==> config.mk <==
export PLATFORM = sky130hd
export DESIGN_NAME = sd_spi_init_and_block_read
export DESIGN_NICKNAME = d
export VERILOG_FILES = /design/src/rtl/sdspi_pkg.sv /design/src/rtl/sdspi_front.sv /design/src/rtl/sdspi_engine.sv /design/src/rtl/sd_spi_init_and_block_read.sv
export SDC_FILE = /design/constraint.sdc
export NUM_CORES = 1
export LEC_CHECK = 0
export ABC_CLOCK_PERIOD_IN_PS = 4500
export BUFFER_PORTS_ARGS = -buffer_cell sky130_fd_sc_hd__buf_4
export CORE_ASPECT_RATIO = 0.8
export CORE_MARGIN = 5
export CORE_UTILIZATION = 55
export DETAILED_ROUTE_END_ITERATION = 8
export PLACE_DENSITY = 0.76
export SLEW_MARGIN = 5
export SYNTH_ARGS = -nofsm -noshare
export SYNTH_HDL_FRONTEND = slang
export SYNTH_SLANG_ARGS = --single-unit
==> constraint.sdc <==
create_clock -name aclk -period 4.5 [get_ports aclk]
set_input_delay 0.675 -clock aclk [delete_from_list [all_inputs] [get_ports aclk]]
set_output_delay 0.675 -clock aclk [all_outputs]
set_load 0.1 [all_outputs]
==> src/rtl/sdspi_pkg.sv <==
// ----------------------------------------------------------------------------
// sdspi_pkg
// Shared types and constants for the SD card SPI controller.
// ----------------------------------------------------------------------------
package sdspi_pkg;

    localparam int BLOCK_BYTES_DEF = 512;
    localparam int WAKE_BYTES_DEF  = 16;

    localparam logic [1:0] KIND_INIT = 2'd0;
    localparam logic [1:0] KIND_READ = 2'd1;
    localparam logic [1:0] KIND_RX   = 2'd2;

    localparam logic [2:0] REG_INIT_RETRIES  = 3'd0;
    localparam logic [2:0] REG_TOKEN_LIMIT   = 3'd1;
    localparam logic [2:0] REG_RESP_POLLS    = 3'd2;
    localparam logic [2:0] REG_SLOW_SPEED    = 3'd3;
    localparam logic [2:0] REG_FAST_SPEED    = 3'd4;

    typedef struct packed {
        logic [1:0]  kind;
        logic [31:0] sector;
        logic [7:0]  rx_byte;
    } sdspi_item_t;

    typedef struct packed {
        logic [7:0] tx_byte;
        logic       tx_valid;
        logic       cs_active;
        logic [6:0] spi_speed;
        logic [7:0] data_byte;
        logic       data_valid;
        logic       data_last;
        logic       done_res;
        logic       success;
        logic       block_addressed;
    } sdspi_result_t;

    typedef struct packed {
        logic [7:0]  init_retries;
        logic [11:0] token_wait_limit;
        logic [3:0]  response_polls;
        logic [6:0]  slow_speed;
        logic [6:0]  fast_speed;
    } sdspi_cfg_t;

endpackage

==> src/rtl/sdspi_front.sv <==
// ----------------------------------------------------------------------------
// sdspi_front
// Input side: registers and configuration, accepts items into a short queue.
// ----------------------------------------------------------------------------
module sdspi_front
    import sdspi_pkg::*;
(
    input  logic        aclk,
    input  logic        aresetn,
    input  logic        cfg_we,
    input  logic [2:0]  cfg_addr,
    input  logic [11:0] cfg_wdata,
    output sdspi_cfg_t  cfg,
    input  logic        in_valid,
    output logic        in_ready,
    input  sdspi_item_t in_item,
    output logic        q_valid,
    input  logic        q_ready,
    output sdspi_item_t q_item
);
    sdspi_cfg_t  cfg_reg;
    sdspi_item_t buf_reg [2];
    logic        wp_reg, rp_reg;
    logic [1:0]  cnt_reg;

    assign cfg      = cfg_reg;
    assign in_ready = (cnt_reg != 2'd2);
    assign q_valid  = (cnt_reg != 2'd0);
    assign q_item   = buf_reg[rp_reg];

    always_ff @(posedge aclk) begin
        if (!aresetn) begin
            cfg_reg.init_retries     <= 8'd255;
            cfg_reg.token_wait_limit <= 12'd2047;
            cfg_reg.response_polls   <= 4'd10;
            cfg_reg.slow_speed       <= 7'd127;
            cfg_reg.fast_speed       <= 7'd0;
        end else if (cfg_we) begin
            unique case (cfg_addr)
                REG_INIT_RETRIES: cfg_reg.init_retries     <= cfg_wdata[7:0];
                REG_TOKEN_LIMIT:  cfg_reg.token_wait_limit <= cfg_wdata;
                REG_RESP_POLLS:   cfg_reg.response_polls   <= cfg_wdata[3:0];
                REG_SLOW_SPEED:   cfg_reg.slow_speed       <= cfg_wdata[6:0];
                REG_FAST_SPEED:   cfg_reg.fast_speed       <= cfg_wdata[6:0];
                default: ;
            endcase
        end
    end

    always_ff @(posedge aclk) begin
        if (in_valid && in_ready) buf_reg[wp_reg] <= in_item;
    end

    always_ff @(posedge aclk) begin
        if (!aresetn) begin
            wp_reg  <= 1'b0;
            rp_reg  <= 1'b0;
            cnt_reg <= 2'd0;
        end else begin
            if (in_valid && in_ready) wp_reg <= ~wp_reg;
            if (q_valid && q_ready) rp_reg <= ~rp_reg;
            cnt_reg <= cnt_reg + {1'b0, in_valid && in_ready} - {1'b0, q_valid && q_ready};
        end
    end
endmodule

==> src/rtl/sdspi_engine.sv <==
// ----------------------------------------------------------------------------
// sdspi_engine
// Command sequencer: one decision per item, result held in an output register.
// ----------------------------------------------------------------------------
module sdspi_engine
    import sdspi_pkg::*;
#(
    parameter int BLOCK_BYTES = BLOCK_BYTES_DEF,
    parameter int WAKE_BYTES  = WAKE_BYTES_DEF
)(
    input  logic          aclk,
    input  logic          aresetn,
    input  sdspi_cfg_t    cfg,
    input  logic          q_valid,
    output logic          q_ready,
    input  sdspi_item_t   q_item,
    output logic          out_valid,
    input  logic          out_ready,
    output sdspi_result_t out_res
);
    localparam int BCW = $clog2(BLOCK_BYTES);
    localparam int WCW = $clog2(WAKE_BYTES + 1);
    localparam int CW  = (BCW > WCW) ? BCW : WCW;

    localparam logic [3:0] PH_IDLE = 4'd0, PH_WAKE = 4'd1, PH_GAP = 4'd2, PH_CMD0 = 4'd3,
        PH_CMD8 = 4'd4, PH_PAD = 4'd5, PH_V2 = 4'd6, PH_CMD58 = 4'd7, PH_PROBE = 4'd8,
        PH_V1 = 4'd9, PH_MMC = 4'd10, PH_FINAL = 4'd11, PH_READ = 4'd12,
        PH_TOKEN = 4'd13, PH_DATA = 4'd14, PH_CRC = 4'd15;
    localparam logic [2:0] S_DELAY = 3'd0, S_RDYD = 3'd1, S_RDYP = 3'd2, S_FRAME = 3'd3,
        S_R1 = 3'd4, S_POST = 3'd5;
    localparam logic [2:0] C0 = 3'd0, C8 = 3'd1, C55 = 3'd2, C41 = 3'd3, C58 = 3'd4,
        C1 = 3'd5, C17 = 3'd6;

    logic [3:0]  phase_reg, phase_next;
    logic [2:0]  sub_reg, sub_next, cmd_reg, cmd_next, fi_reg, fi_next;
    logic [3:0]  poll_reg, poll_next;
    logic [7:0]  retry_reg, retry_next, lr_reg, lr_next;
    logic [11:0] tok_reg, tok_next;
    logic [CW-1:0] bc_reg, bc_next;
    logic [31:0] addr_reg, addr_next;
    logic        bm_reg, bm_next, cs_reg, cs_next;
    logic [6:0]  spd_reg, spd_next;
    logic        ov_reg;
    sdspi_result_t res_reg;

    logic done, ok, dv, dl;
    logic [3:0] npolls;
    logic [7:0] rx;
    logic go;
    logic [7:0] txb_w;

    function automatic logic [2:0] post_len(input logic [2:0] c);
        unique case (c)
            C8:      return 3'd5;
            C41:     return 3'd2;
            C58:     return 3'd6;
            C17:     return 3'd1;
            default: return 3'd0;
        endcase
    endfunction

    function automatic logic [7:0] opcode(input logic [2:0] c);
        unique case (c)
            C0:      return 8'h40;
            C8:      return 8'h48;
            C55:     return 8'h77;
            C41:     return 8'h69;
            C58:     return 8'h7a;
            C1:      return 8'h41;
            default: return 8'h51;
        endcase
    endfunction

    assign go        = q_valid && q_ready;
    assign q_ready   = !ov_reg || out_ready;
    assign out_valid = ov_reg;
    assign out_res   = res_reg;
    assign npolls    = (cfg.response_polls == 4'd0) ? 4'd1 : cfg.response_polls;
    assign rx        = q_item.rx_byte;

    always_comb begin
        logic is_cmd, fin, fok, retry_c, start_c, acmd_c, cdone;
        logic [2:0] rc, sc;
        logic [7:0] r, ar;
        phase_next = phase_reg; sub_next = sub_reg; cmd_next = cmd_reg; fi_next = fi_reg;
        poll_next = poll_reg; retry_next = retry_reg; lr_next = lr_reg; tok_next = tok_reg;
        bc_next = bc_reg; addr_next = addr_reg; bm_next = bm_reg; cs_next = cs_reg;
        spd_next = spd_reg;
        done = 1'b0; ok = 1'b0; dv = 1'b0; dl = 1'b0;
        fin = 1'b0; fok = 1'b0; retry_c = 1'b0; start_c = 1'b0; acmd_c = 1'b0;
        cdone = 1'b0; rc = C0; sc = C0; r = lr_reg; ar = 8'hFF;
        is_cmd = 1'b0;
        if (q_item.kind == KIND_INIT) begin
            spd_next = cfg.slow_speed; bm_next = 1'b0; cs_next = 1'b1;
            bc_next = '0; phase_next = PH_WAKE;
        end else if (q_item.kind == KIND_READ) begin
            addr_next = bm_reg ? q_item.sector : 32'(q_item.sector * 32'(BLOCK_BYTES));
            phase_next = PH_READ; start_c = 1'b1; sc = C17;
        end else if (q_item.kind == KIND_RX && phase_reg != PH_IDLE) begin
            is_cmd = ((phase_reg >= PH_CMD0) && (phase_reg <= PH_MMC) &&
                      (phase_reg != PH_PAD)) || (phase_reg == PH_READ);
            if (is_cmd) begin
                unique case (sub_reg)
                    S_DELAY: begin
                        if (cmd_reg == C55 || cmd_reg == C17) begin
                            if (cmd_reg == C17) cs_next = 1'b1;
                            sub_next = S_FRAME; fi_next = '0;
                        end else sub_next = S_RDYD;
                    end
                    S_RDYD: begin sub_next = S_RDYP; poll_next = npolls; end
                    S_RDYP: begin
                        if (rx == 8'hFF || poll_reg <= 4'd1) begin
                            if (cmd_reg == C17) sub_next = S_DELAY;
                            else begin sub_next = S_FRAME; fi_next = '0; end
                        end else poll_next = poll_reg - 4'd1;
                    end
                    S_FRAME: begin
                        if (fi_reg >= 3'd5) begin sub_next = S_R1; poll_next = npolls; end
                        else fi_next = fi_reg + 3'd1;
                    end
                    S_R1: begin
                        lr_next = rx;
                        if (!rx[7] || poll_reg <= 4'd1) begin
                            if (post_len(cmd_reg) == 3'd0) begin cdone = 1'b1; r = rx; end
                            else begin sub_next = S_POST; fi_next = '0; end
                        end else poll_next = poll_reg - 4'd1;
                    end
                    default: begin
                        if (cmd_reg == C58 && fi_reg == 3'd0)
                            bm_next = (rx[7:6] == 2'b11);
                        fi_next = fi_reg + 3'd1;
                        if (fi_reg + 3'd1 >= post_len(cmd_reg)) cdone = 1'b1;
                    end
                endcase
                if (cdone) begin
                    unique case (phase_reg)
                        PH_CMD0: begin
                            if (r == 8'd1) begin phase_next = PH_CMD8; start_c = 1'b1; sc = C8; end
                            else begin retry_c = 1'b1; rc = C0; end
                        end
                        PH_CMD8: begin
                            if (r == 8'd1) phase_next = PH_PAD;
                            else begin phase_next = PH_PROBE; start_c = 1'b1; sc = C55; end
                        end
                        PH_V2, PH_PROBE, PH_V1: begin
                            if (cmd_reg == C55) begin
                                if (r > 8'd1) begin lr_next = 8'hFF; acmd_c = 1'b1; ar = 8'hFF; end
                                else begin start_c = 1'b1; sc = C41; end
                            end else begin acmd_c = 1'b1; ar = r; end
                        end
                        PH_MMC: begin
                            if (r == 8'd0) phase_next = PH_FINAL;
                            else begin retry_c = 1'b1; rc = C1; end
                        end
                        PH_CMD58: begin
                            if (r != 8'd0) fin = 1'b1; else phase_next = PH_FINAL;
                        end
                        default: begin
                            if (r[7]) fin = 1'b1;
                            else begin phase_next = PH_TOKEN; tok_next = cfg.token_wait_limit; end
                        end
                    endcase
                    if (acmd_c) begin
                        if (phase_reg == PH_V2) begin
                            if (!ar[0]) begin phase_next = PH_CMD58; start_c = 1'b1; sc = C58; end
                            else begin retry_c = 1'b1; rc = C55; end
                        end else if (phase_reg == PH_PROBE) begin
                            retry_next = cfg.init_retries;
                            if (ar <= 8'd1) begin phase_next = PH_V1; start_c = 1'b1; sc = C55; end
                            else begin phase_next = PH_MMC; start_c = 1'b1; sc = C1; end
                        end else begin
                            if (!ar[0]) phase_next = PH_FINAL;
                            else begin retry_c = 1'b1; rc = C55; end
                        end
                    end
                end
            end else begin
                unique case (phase_reg)
                    PH_WAKE: begin
                        bc_next = bc_reg + 1'b1;
                        if (bc_reg + 1'b1 >= CW'(WAKE_BYTES)) begin
                            phase_next = PH_GAP; cs_next = 1'b0; bc_next = '0;
                        end
                    end
                    PH_GAP: begin
                        bc_next = bc_reg + 1'b1;
                        if (bc_reg + 1'b1 >= CW'(2)) begin
                            cs_next = 1'b1; retry_next = cfg.init_retries;
                            phase_next = PH_CMD0; start_c = 1'b1; sc = C0;
                        end
                    end
                    PH_PAD: begin
                        retry_next = cfg.init_retries; phase_next = PH_V2;
                        start_c = 1'b1; sc = C55;
                    end
                    PH_FINAL: begin spd_next = cfg.fast_speed; fin = 1'b1; fok = 1'b1; end
                    PH_TOKEN: begin
                        if (rx == 8'hFE) begin phase_next = PH_DATA; bc_next = '0; end
                        else if (tok_reg == 12'd0) fin = 1'b1;
                        else tok_next = tok_reg - 12'd1;
                    end
                    PH_DATA: begin
                        dv = 1'b1;
                        if (bc_reg[BCW-1:0] == BCW'(BLOCK_BYTES - 1)) begin
                            dl = 1'b1; phase_next = PH_CRC; bc_next = '0;
                        end else bc_next = bc_reg + 1'b1;
                    end
                    default: begin
                        bc_next = bc_reg + 1'b1;
                        if (bc_reg + 1'b1 >= CW'(2)) begin fin = 1'b1; fok = 1'b1; end
                    end
                endcase
            end
        end
        if (retry_c) begin
            if (retry_reg == 8'd0) fin = 1'b1;
            else begin retry_next = retry_reg - 8'd1; start_c = 1'b1; sc = rc; end
        end
        if (start_c && !fin) begin
            cmd_next = sc; fi_next = '0;
            sub_next = (sc == C41 || sc == C17) ? S_RDYD : S_DELAY;
        end
        if (fin) begin
            phase_next = PH_IDLE; cs_next = 1'b0; done = 1'b1; ok = fok;
        end
    end

    always_comb begin
        txb_w = 8'h00;
        if (phase_next != PH_IDLE) begin
            if ((((phase_next >= PH_CMD0) && (phase_next <= PH_MMC) &&
                  (phase_next != PH_PAD)) || (phase_next == PH_READ)) &&
                sub_next == S_FRAME) begin
                if (fi_next == 3'd0) txb_w = opcode(cmd_next);
                else if (fi_next >= 3'd5)
                    txb_w = (cmd_next == C0) ? 8'h95 : ((cmd_next == C8) ? 8'h87 : 8'hFF);
                else if (cmd_next == C8)
                    txb_w = (fi_next == 3'd3) ? 8'h01 : ((fi_next == 3'd4) ? 8'hAA : 8'h00);
                else if (cmd_next == C41)
                    txb_w = (fi_next == 3'd1 && phase_next == PH_V2) ? 8'h40 : 8'h00;
                else if (cmd_next == C17)
                    txb_w = addr_next[8*(3'd4 - fi_next) +: 8];
            end else txb_w = 8'hFF;
        end
    end

    always_ff @(posedge aclk) begin
        if (!aresetn) begin
            phase_reg <= PH_IDLE; sub_reg <= S_DELAY; cmd_reg <= C0; fi_reg <= '0;
            poll_reg <= '0; retry_reg <= '0; lr_reg <= 8'hFF; tok_reg <= '0;
            bc_reg <= '0; addr_reg <= '0; bm_reg <= 1'b0; cs_reg <= 1'b0;
            spd_reg <= 7'd127; ov_reg <= 1'b0;
        end else begin
            if (go) begin
                phase_reg <= phase_next; sub_reg <= sub_next; cmd_reg <= cmd_next;
                fi_reg <= fi_next; poll_reg <= poll_next; retry_reg <= retry_next;
                lr_reg <= lr_next; tok_reg <= tok_next; bc_reg <= bc_next;
                addr_reg <= addr_next; bm_reg <= bm_next; cs_reg <= cs_next;
                spd_reg <= spd_next;
                ov_reg <= 1'b1;
            end else if (out_ready) ov_reg <= 1'b0;
        end
    end

    always_ff @(posedge aclk) begin
        if (go) begin
            res_reg.tx_byte         <= txb_w;
            res_reg.tx_valid        <= (phase_next != PH_IDLE);
            res_reg.cs_active       <= cs_next;
            res_reg.spi_speed       <= spd_next;
            res_reg.data_byte       <= dv ? rx : 8'h00;
            res_reg.data_valid      <= dv;
            res_reg.data_last       <= dl;
            res_reg.done_res        <= done;
            res_reg.success         <= done && ok;
            res_reg.block_addressed <= bm_next;
        end
    end
endmodule

==> src/rtl/sd_spi_init_and_block_read.sv <==
// ----------------------------------------------------------------------------
// sd_spi_init_and_block_read
// SD card SPI-mode init and single-block read controller.
// ----------------------------------------------------------------------------
// Each accepted item (init request, read request or received byte) yields
// exactly one result item. Items pass a two-entry queue into a sequencer that
// decides combinationally, so one item per clock is sustained while m_tready
// holds; an item is registered in the queue, then its result in the result register.
module sd_spi_init_and_block_read
    import sdspi_pkg::*;
#(
    parameter int BLOCK_BYTES = BLOCK_BYTES_DEF,
    parameter int WAKE_BYTES  = WAKE_BYTES_DEF
)(
    input  logic        aclk,
    input  logic        aresetn,
    input  logic        cfg_we,
    input  logic [2:0]  cfg_addr,
    input  logic [11:0] cfg_wdata,
    input  logic        s_tvalid,
    output logic        s_tready,
    input  logic [39:0] s_tdata,   // sector[31:0], rx_byte[39:32]
    input  logic [1:0]  s_tuser,   // kind[1:0]
    output logic        m_tvalid,
    input  logic        m_tready,
    output logic [31:0] m_tdata,   // tx_byte, tx_valid, cs_active, spi_speed, data_byte, 0
    output logic        m_tlast,   // data_last
    output logic [3:0]  m_tuser    // data_valid, done_res, success, block_addressed
);
    sdspi_cfg_t    cfg;
    sdspi_item_t   in_item, q_item;
    sdspi_result_t res;
    logic          q_valid, q_ready;

    assign in_item.kind    = s_tuser;
    assign in_item.sector  = s_tdata[31:0];
    assign in_item.rx_byte = s_tdata[39:32];

    sdspi_front u_front (
        .aclk(aclk), .aresetn(aresetn), .cfg_we(cfg_we), .cfg_addr(cfg_addr),
        .cfg_wdata(cfg_wdata), .cfg(cfg), .in_valid(s_tvalid), .in_ready(s_tready),
        .in_item(in_item), .q_valid(q_valid), .q_ready(q_ready), .q_item(q_item)
    );

    sdspi_engine #(.BLOCK_BYTES(BLOCK_BYTES), .WAKE_BYTES(WAKE_BYTES)) u_engine (
        .aclk(aclk), .aresetn(aresetn), .cfg(cfg), .q_valid(q_valid), .q_ready(q_ready),
        .q_item(q_item), .out_valid(m_tvalid), .out_ready(m_tready), .out_res(res)
    );

    assign m_tdata = {7'd0, res.data_byte, res.spi_speed, res.cs_active,
                      res.tx_valid, res.tx_byte};
    assign m_tlast = res.data_last;
    assign m_tuser = {res.block_addressed, res.success, res.done_res, res.data_valid};
endmodule

# After elaboration in Yosys (flattened, before gate mapping)
# Memory sizes are Yosys's and may differ from the RTL's. A register that Yosys moved wholly into a read port is not among the register bits.
# Index checks and enable logic that the tools add are counted.
# totals
reg_bits,168
ram_bits,84
inputBits,62
out_inout_bits,39
wordCells,437
memories,1
# op_classes
addsub,8
n_lt_le_gt_ge,12
eq_ne,63
n_shift,1
muxes,255
bitwise,6
n_reduce_logical,59
# memory_table
memory,words,word_bits,read_ports,rd_ports_with_merged_regs,write_ports,line_no,text
u_front.buf_reg,2,42,1,1,1,sdspi_front.sv:22,sdspi_item_t buf_reg [2];
# ops
operator,count
$mux 8,39
$mux 3,56
$mux 32,3
$mux 4,24
$mux 1,88
$mux 12,7
$mux 9,7
$mux 7,7
$pmux 4 s5,2
$pmux 6 s6,1
$pmux 9 s4,1
$eq 3x2->1 const B,11
$shiftx 32x33->8,1
$eq 4x4->1 const B,8
$pmux 3 s5,2
$eq 3x3->1 const B,9
$eq 4x3->1 const B,5
$logic_not 3->1,6
$eq 8x8->1 const B,2
$logic_not 8->1,2
$pmux 4 s4,1
$pmux 8 s2,1
$eq 3x1->1 const B,5
$reduce_or 5->1,3
other kinds (52),113

# Longest topological paths before layout
# depth
depth_word,44
depth_mapped,22
mapped_depth_nobuf,20

# Cells and area by module
# Synthesis repeated with hierarchy kept, for this count alone.
# unflattened
cells_unflattened,1474
hier_area_um2,13553.0
# by_module_without_submodules
mod,n_inst,cells_per_inst,area_each_um2,seq_area_each_um2
sdspi_engine,1,1154,8836.0,2822.7
sdspi_front,1,312,4660.7,3383.2
sd_spi_init_and_block_read,1,8,56.3,0.0

# Worst setup path before layout
# No wires, ideal clock.
# synth_path
path_type,reg-to-reg
start,register u_engine.poll_reg[0]
end,"register u_engine.res_reg, in the netlist u_engine.out_res[23], data pin"
setup_ps,152
t_arrival_ps,4365
required_ps,4348
path_slack_ps,-17
stages_incl_launch_ff,21
path_buffers,1
period_less_slack_ps,4517
cell_sequence,dfxtp_1 > inv_1 > ha_1 > or2_2 > a21oi_2 > o211ai_2 > a211o_1 > a211oi_2 > a31oi_2 > and2_1 > clkbuf_1 > nor3_1 > nand2_1 > ha_1 > ha_1 > and3_1 > o41ai_1 > a211oi_2 > nand4_1 > a211o_1 > a31oi_1
# synth_between
elab_chain_len,36
word_cells_on_any_way,174
cone_classes,1 x add/sub; 6 x order compare; 14 x eq/ne; 1 x shift; 138 x mux; 14 x reduce/logical
# synth_rtl
item,line_no,text
"start, declared",sdspi_engine.sv:36,"logic [3:0] poll_reg, poll_next;"
"start signal, assigned",sdspi_engine.sv:256,fi_reg <= fi_next; poll_reg <= poll_next; retry_reg <= retry_next;
$le 4x1->1 *,"sdspi_engine.sv:112, sdspi_engine.sv:123",
"parallel branches: the longest is 35 deep, another holds $gt 8x1->1",-,
"end, declared",sdspi_engine.sv:44,sdspi_result_t res_reg;
# Mark *: on every way between the ends. The select of a mux whose other input is x is not followed.
# A chain may end at the register's enable or synchronous reset.

# Worst setup path in the final report
# layout_path
start,register u_engine.cmd_reg[0]
end,"register u_engine.res_reg, in the netlist u_engine.out_res[27], data pin"
# layout_between
elab_chain_len,44
word_cells_on_any_way,201
cone_classes,1 x add/sub; 6 x order compare; 19 x eq/ne; 1 x shift; 160 x mux; 14 x reduce/logical
# layout_rtl
item,line_no,text
"start, declared",sdspi_engine.sv:35,"logic [2:0] sub_reg, sub_next, cmd_reg, cmd_next, fi_reg, fi_next;"
"start signal, assigned",sdspi_engine.sv:255,phase_reg <= phase_next; sub_reg <= sub_next; cmd_reg <= cmd_next;
"parallel branches: the longest is 44 deep, another holds $mux 8",-,
# Several ways; the timed one is not identified. The select of a mux whose other input is x is not followed.

==> impl_metrics.env <==
export IMPL_status="finished, final reports clean"
export IMPL_wirelength_mm=35.8
export IMPL_final_nets=1683
export IMPL_cts_made_buffers=26
export IMPL_drt_pass1_iterations=6
export IMPL_hold_violations=0
export IMPL_post_route_period_util_pct=96.0
export IMPL_crit_type="reg -> reg"
export IMPL_num_rows=51
export IMPL_p_clk_share_pct=23.1
export IMPL_fin_skew_ps=25.4
export IMPL_drt_initial_drc_count=1324
export IMPL_yosys_register_bits=253
export IMPL_ys_warnings_count=0
export IMPL_crit_path_end_kind="flop"
export IMPL_num_vias=11600
export IMPL_final_setup_worst_slack_ps=182
export IMPL_clkTransAtPathRegs_ps=60
export IMPL_cp_max_fo=8
export IMPL_fin_tns_setup_ps=0
export IMPL_initial_core_util_pct=55.6
export IMPL_yosysSeqAreaShare_pct=46.2
export IMPL_yosysTopAreaCell="edfxtp_1"
export IMPL_netlist_area_um2=13400
export IMPL_dieArea_um2=27700
export IMPL_worstPathRequired_ps=4900
export IMPL_track_usage_pct=25.0
export IMPL_fmax_ghz=0.232
export IMPL_cts_root_buf="clkbuf_16"
export IMPL_gr_usage_met1_pct=38.4
export IMPL_hold_buffers=0
export IMPL_combPwrFrac_pct=42.4
export IMPL_synth_main_ff_cell="dfxtp_1"
export IMPL_globalRouteOverflowTotal=0
export IMPL_synth_cells=1492
export IMPL_place_ws_ps=-0.376
export IMPL_switching_share_pct=42.6
export IMPL_wl_per_cell_um=18.5
export IMPL_antenna_cells=0
export IMPL_die_x_um=185
export IMPL_maxCapViolations=0
export IMPL_largest_reg_flops=84
export IMPL_n_fill_cell=2034
export IMPL_p_int_mw=5.15
export IMPL_r2r_end="u_engine.out_res[27]"
export IMPL_cts_tree="built"
export IMPL_grtUsageMet2_pct=37.1
export IMPL_regToRegSetupSlack_ps=180
export IMPL_p_switching_mw=3.83
export IMPL_cts_max_path_buffers=3
export IMPL_ant_nets=0
export IMPL_seq_area_um2=6220
export IMPL_clk_latency_ps=550
export IMPL_antenna_found_initial=0
export IMPL_hp_class="in -> reg"
export IMPL_syn_area_per_cell_um2=9.01
export IMPL_cts_max_level=1
export IMPL_slew_headroom_pct=32.5
export IMPL_grt_pass1_wl_mm=56.6
export IMPL_cp_startpoint="u_engine.cmd_reg[0]"
export IMPL_drive_above_1_share_pct=18.8
export IMPL_worstMarginPinSlew_ps=1010
export IMPL_p_per_area_nw_per_um2=571
export IMPL_place_hpwl_mm=25.0
export IMPL_synth_async_reset_ratio_pct=0
export IMPL_seqPwrFrac_pct=34.5
export IMPL_synthTopCellsByArea="edfxtp_1 (25%), dfxtp_1 (21%), nand2_1 (7.6%), mux2i_1 (3.7%), o21ai_0 (3.4%)"
export IMPL_place_congestion=0.967
export IMPL_drv_slew=0
export IMPL_crit_end="u_engine.out_res[27]"
export IMPL_grt_start_max_net_pins=93
export IMPL_drcViolationCount=0
export IMPL_dieHeight_um=150
export IMPL_r2r_start="u_engine.cmd_reg[0]"
export IMPL_grt_util_met3_pct=4.47
export IMPL_grt_busiest_layer="met1"
export IMPL_viasPerCell=6.00
export IMPL_ys_types=89
export IMPL_multi_input_area_um2=6850
export IMPL_setup_viol=0
export IMPL_core_um2=24200
export IMPL_areaGrowthSynthToFinish_pct=16.9
export IMPL_rr_worst_depth=20
export IMPL_synth_top_cell_area_share_pct=25.5
export IMPL_timing_final_crit_period_ps=4320
export IMPL_total_leakage_power_nw=6.01
export IMPL_critPathLaunchType="flop"
export IMPL_clock_sinks=253
export IMPL_grt_pass1_vias=10800
export IMPL_ir_drop_uv=861
export IMPL_port_buffers=93
export IMPL_io_pins=101
export IMPL_arrival_ps=4720
export IMPL_synth_edf_count=114
## Yosys cell counts, types with 8 or more instances
| master | count |
|---|---|
| nor3_1 | 30 |
| a211oi_1 | 11 |
| nand2_1 | 271 |
| and2_1 | 38 |
| nand4_1 | 12 |
| clkbuf_1 | 69 |
| a31oi_1 | 15 |
| nor2b_1 | 29 |
| dfxtp_1 | 139 |
| a21oi_1 | 80 |
| nor2_1 | 109 |
| ha_1 | 21 |
| o221a_2 | 10 |
| edfxtp_1 | 114 |
| mux2i_1 | 50 |
| nand3b_1 | 8 |
| o211a_1 | 9 |
| inv_1 | 30 |
| nor4_1 | 8 |
| nand2b_1 | 16 |
| and3_1 | 13 |
| o211ai_1 | 11 |
| buf_2 | 10 |
| buf_1 | 12 |
| a21boi_0 | 29 |
| mux2_2 | 19 |
| o22ai_1 | 11 |
| nor3b_1 | 13 |
| a22oi_1 | 8 |
| nand3_1 | 58 |
| o21ai_0 | 92 |
## metal layers
| metal | up-vias | wire, µm |
|---|---|---|
| met4 | 0 | 765 |
| met1 | 5506 | 16900 |
| met3 | 68 | 2980 |
| li1 | 5573 | - |
| met5 | - | 0 |
| met2 | 487 | 15200 |
## critical path, cell delays in order, from the launching register on
cell and delay [ps]:
dfxtp_2 360, buf_4 170, xor2_1 190, buf_4 190, nor2_4 160, nand4_1 240
a211o_1 400, a211oi_2 230, a31oi_2 110, and2_4 220, nor3_2 200, nand2_2 110
ha_2 190, ha_1 260, and3_1 130, o41ai_1 90, a211oi_2 170, buf_4 190
nand2_1 60, a221o_1 320, a31oi_1 170
## repair_timing
action | in CTS | in global routing
pin swaps | 0 | 11
resized for setup | 2 | 33
hold endpoints to repair | 0 | 0
buffers inserted | 0 | 5
endpoints found under the setup margin | 1 | 8
cloned | 0 | 0
## power groups by stage
stage,Clock (mW),Combinational [mW],Sequential (mW)
floorplan,0,1.90,3.89
global placement,0,3.67,3.12
detailed placement,0,3.70,3.12
CTS,2.11,3.72,3.09
global route,2.21,4.06,3.13
finish,2.07,3.81,3.09
## cell families (layout without fill, tap and decap cells)
logic type	Yosys count	in the layout	synth area share [%]
AND/OR/NAND/NOR	641	641	22.7
AO/OA/AOI/OAI	359	359	18.1
flip-flops	253	253	46.2
buffers and inverters	131	253	4.01
multiplexers	77	77	6.48
adder cells (fa/ha/maj)	21	21	1.96
XOR/XNOR	9	9	0.587
other	1	7	0.0279
## layout by cell type, fill, tap and decap left out, types with 6 or more instances in the layout
cell	count
o21ai_0	90
a22oi_1	8
nand3b_1	8
or3_1	6
edfxtp_1	114
o211a_1	9
inv_1	29
nand2_1	270
o211ai_1	11
nor4_1	7
dfxtp_1	131
nor3b_1	13
nand3_1	58
and3_1	11
a21oi_1	80
o221a_2	10
a21boi_0	29
mux2i_1	50
buf_4	173
dfxtp_2	6
a31oi_1	15
clkbuf_16	27
mux2_2	19
xnor2_1	6
conb_1	7
a211oi_1	9
clkbuf_1	9
nor3_1	29
nand4_1	12
nor2_1	107
nand2b_1	16
a21o_1	6
and2_1	37
o22ai_1	11
o21a_1	7
nor2b_1	29
ha_1	19
## through the flow
step	total power [mW]	util, %	instance area (µm²)	cells	hold WS (ps)
after floorplan	5.80	-	13500	1498	439
after global placement	6.80	60.9	14700	1885	448
after detailed placement	6.83	60.9	14700	1885	455
after CTS	8.91	64.3	15600	1933	279
after global routing	9.40	65.0	15700	1938	276
final	8.97	65.0	15700	1938	302
## area by class of cell
| cell class | instances | area share (%) |
|---|---|---|
| Multi-Input combinational cell | 1114 | 43.6 |
| Sequential cell | 253 | 39.6 |
| Timing Repair Buffer | 174 | 8.34 |
| Clock buffer | 36 | 4.52 |
| Tap cell | 318 | 2.53 |
| Inverter | 31 | 0.741 |
| Clock inverter | 12 | 0.709 |
## worst min path at each step
stage | from | endpoint | slack, ps | cells past startpoint
floorplan | u_engine.addr_reg[24] | u_engine.addr_reg[24] | 440 | 2
global placement | u_engine.spd_reg[0] | u_engine.spd_reg[0] | 450 | 2
detailed placement | u_engine.spd_reg[0] | u_engine.spd_reg[0] | 450 | 2
CTS | s_tdata[22] | u_front.buf_reg[0][30] | 280 | 1
global route | s_tdata[14] | u_front.buf_reg[0][22] | 280 | 1
finish | s_tdata[22] | u_front.buf_reg[0][30] | 300 | 1
(Power assumes the default switching activity.)
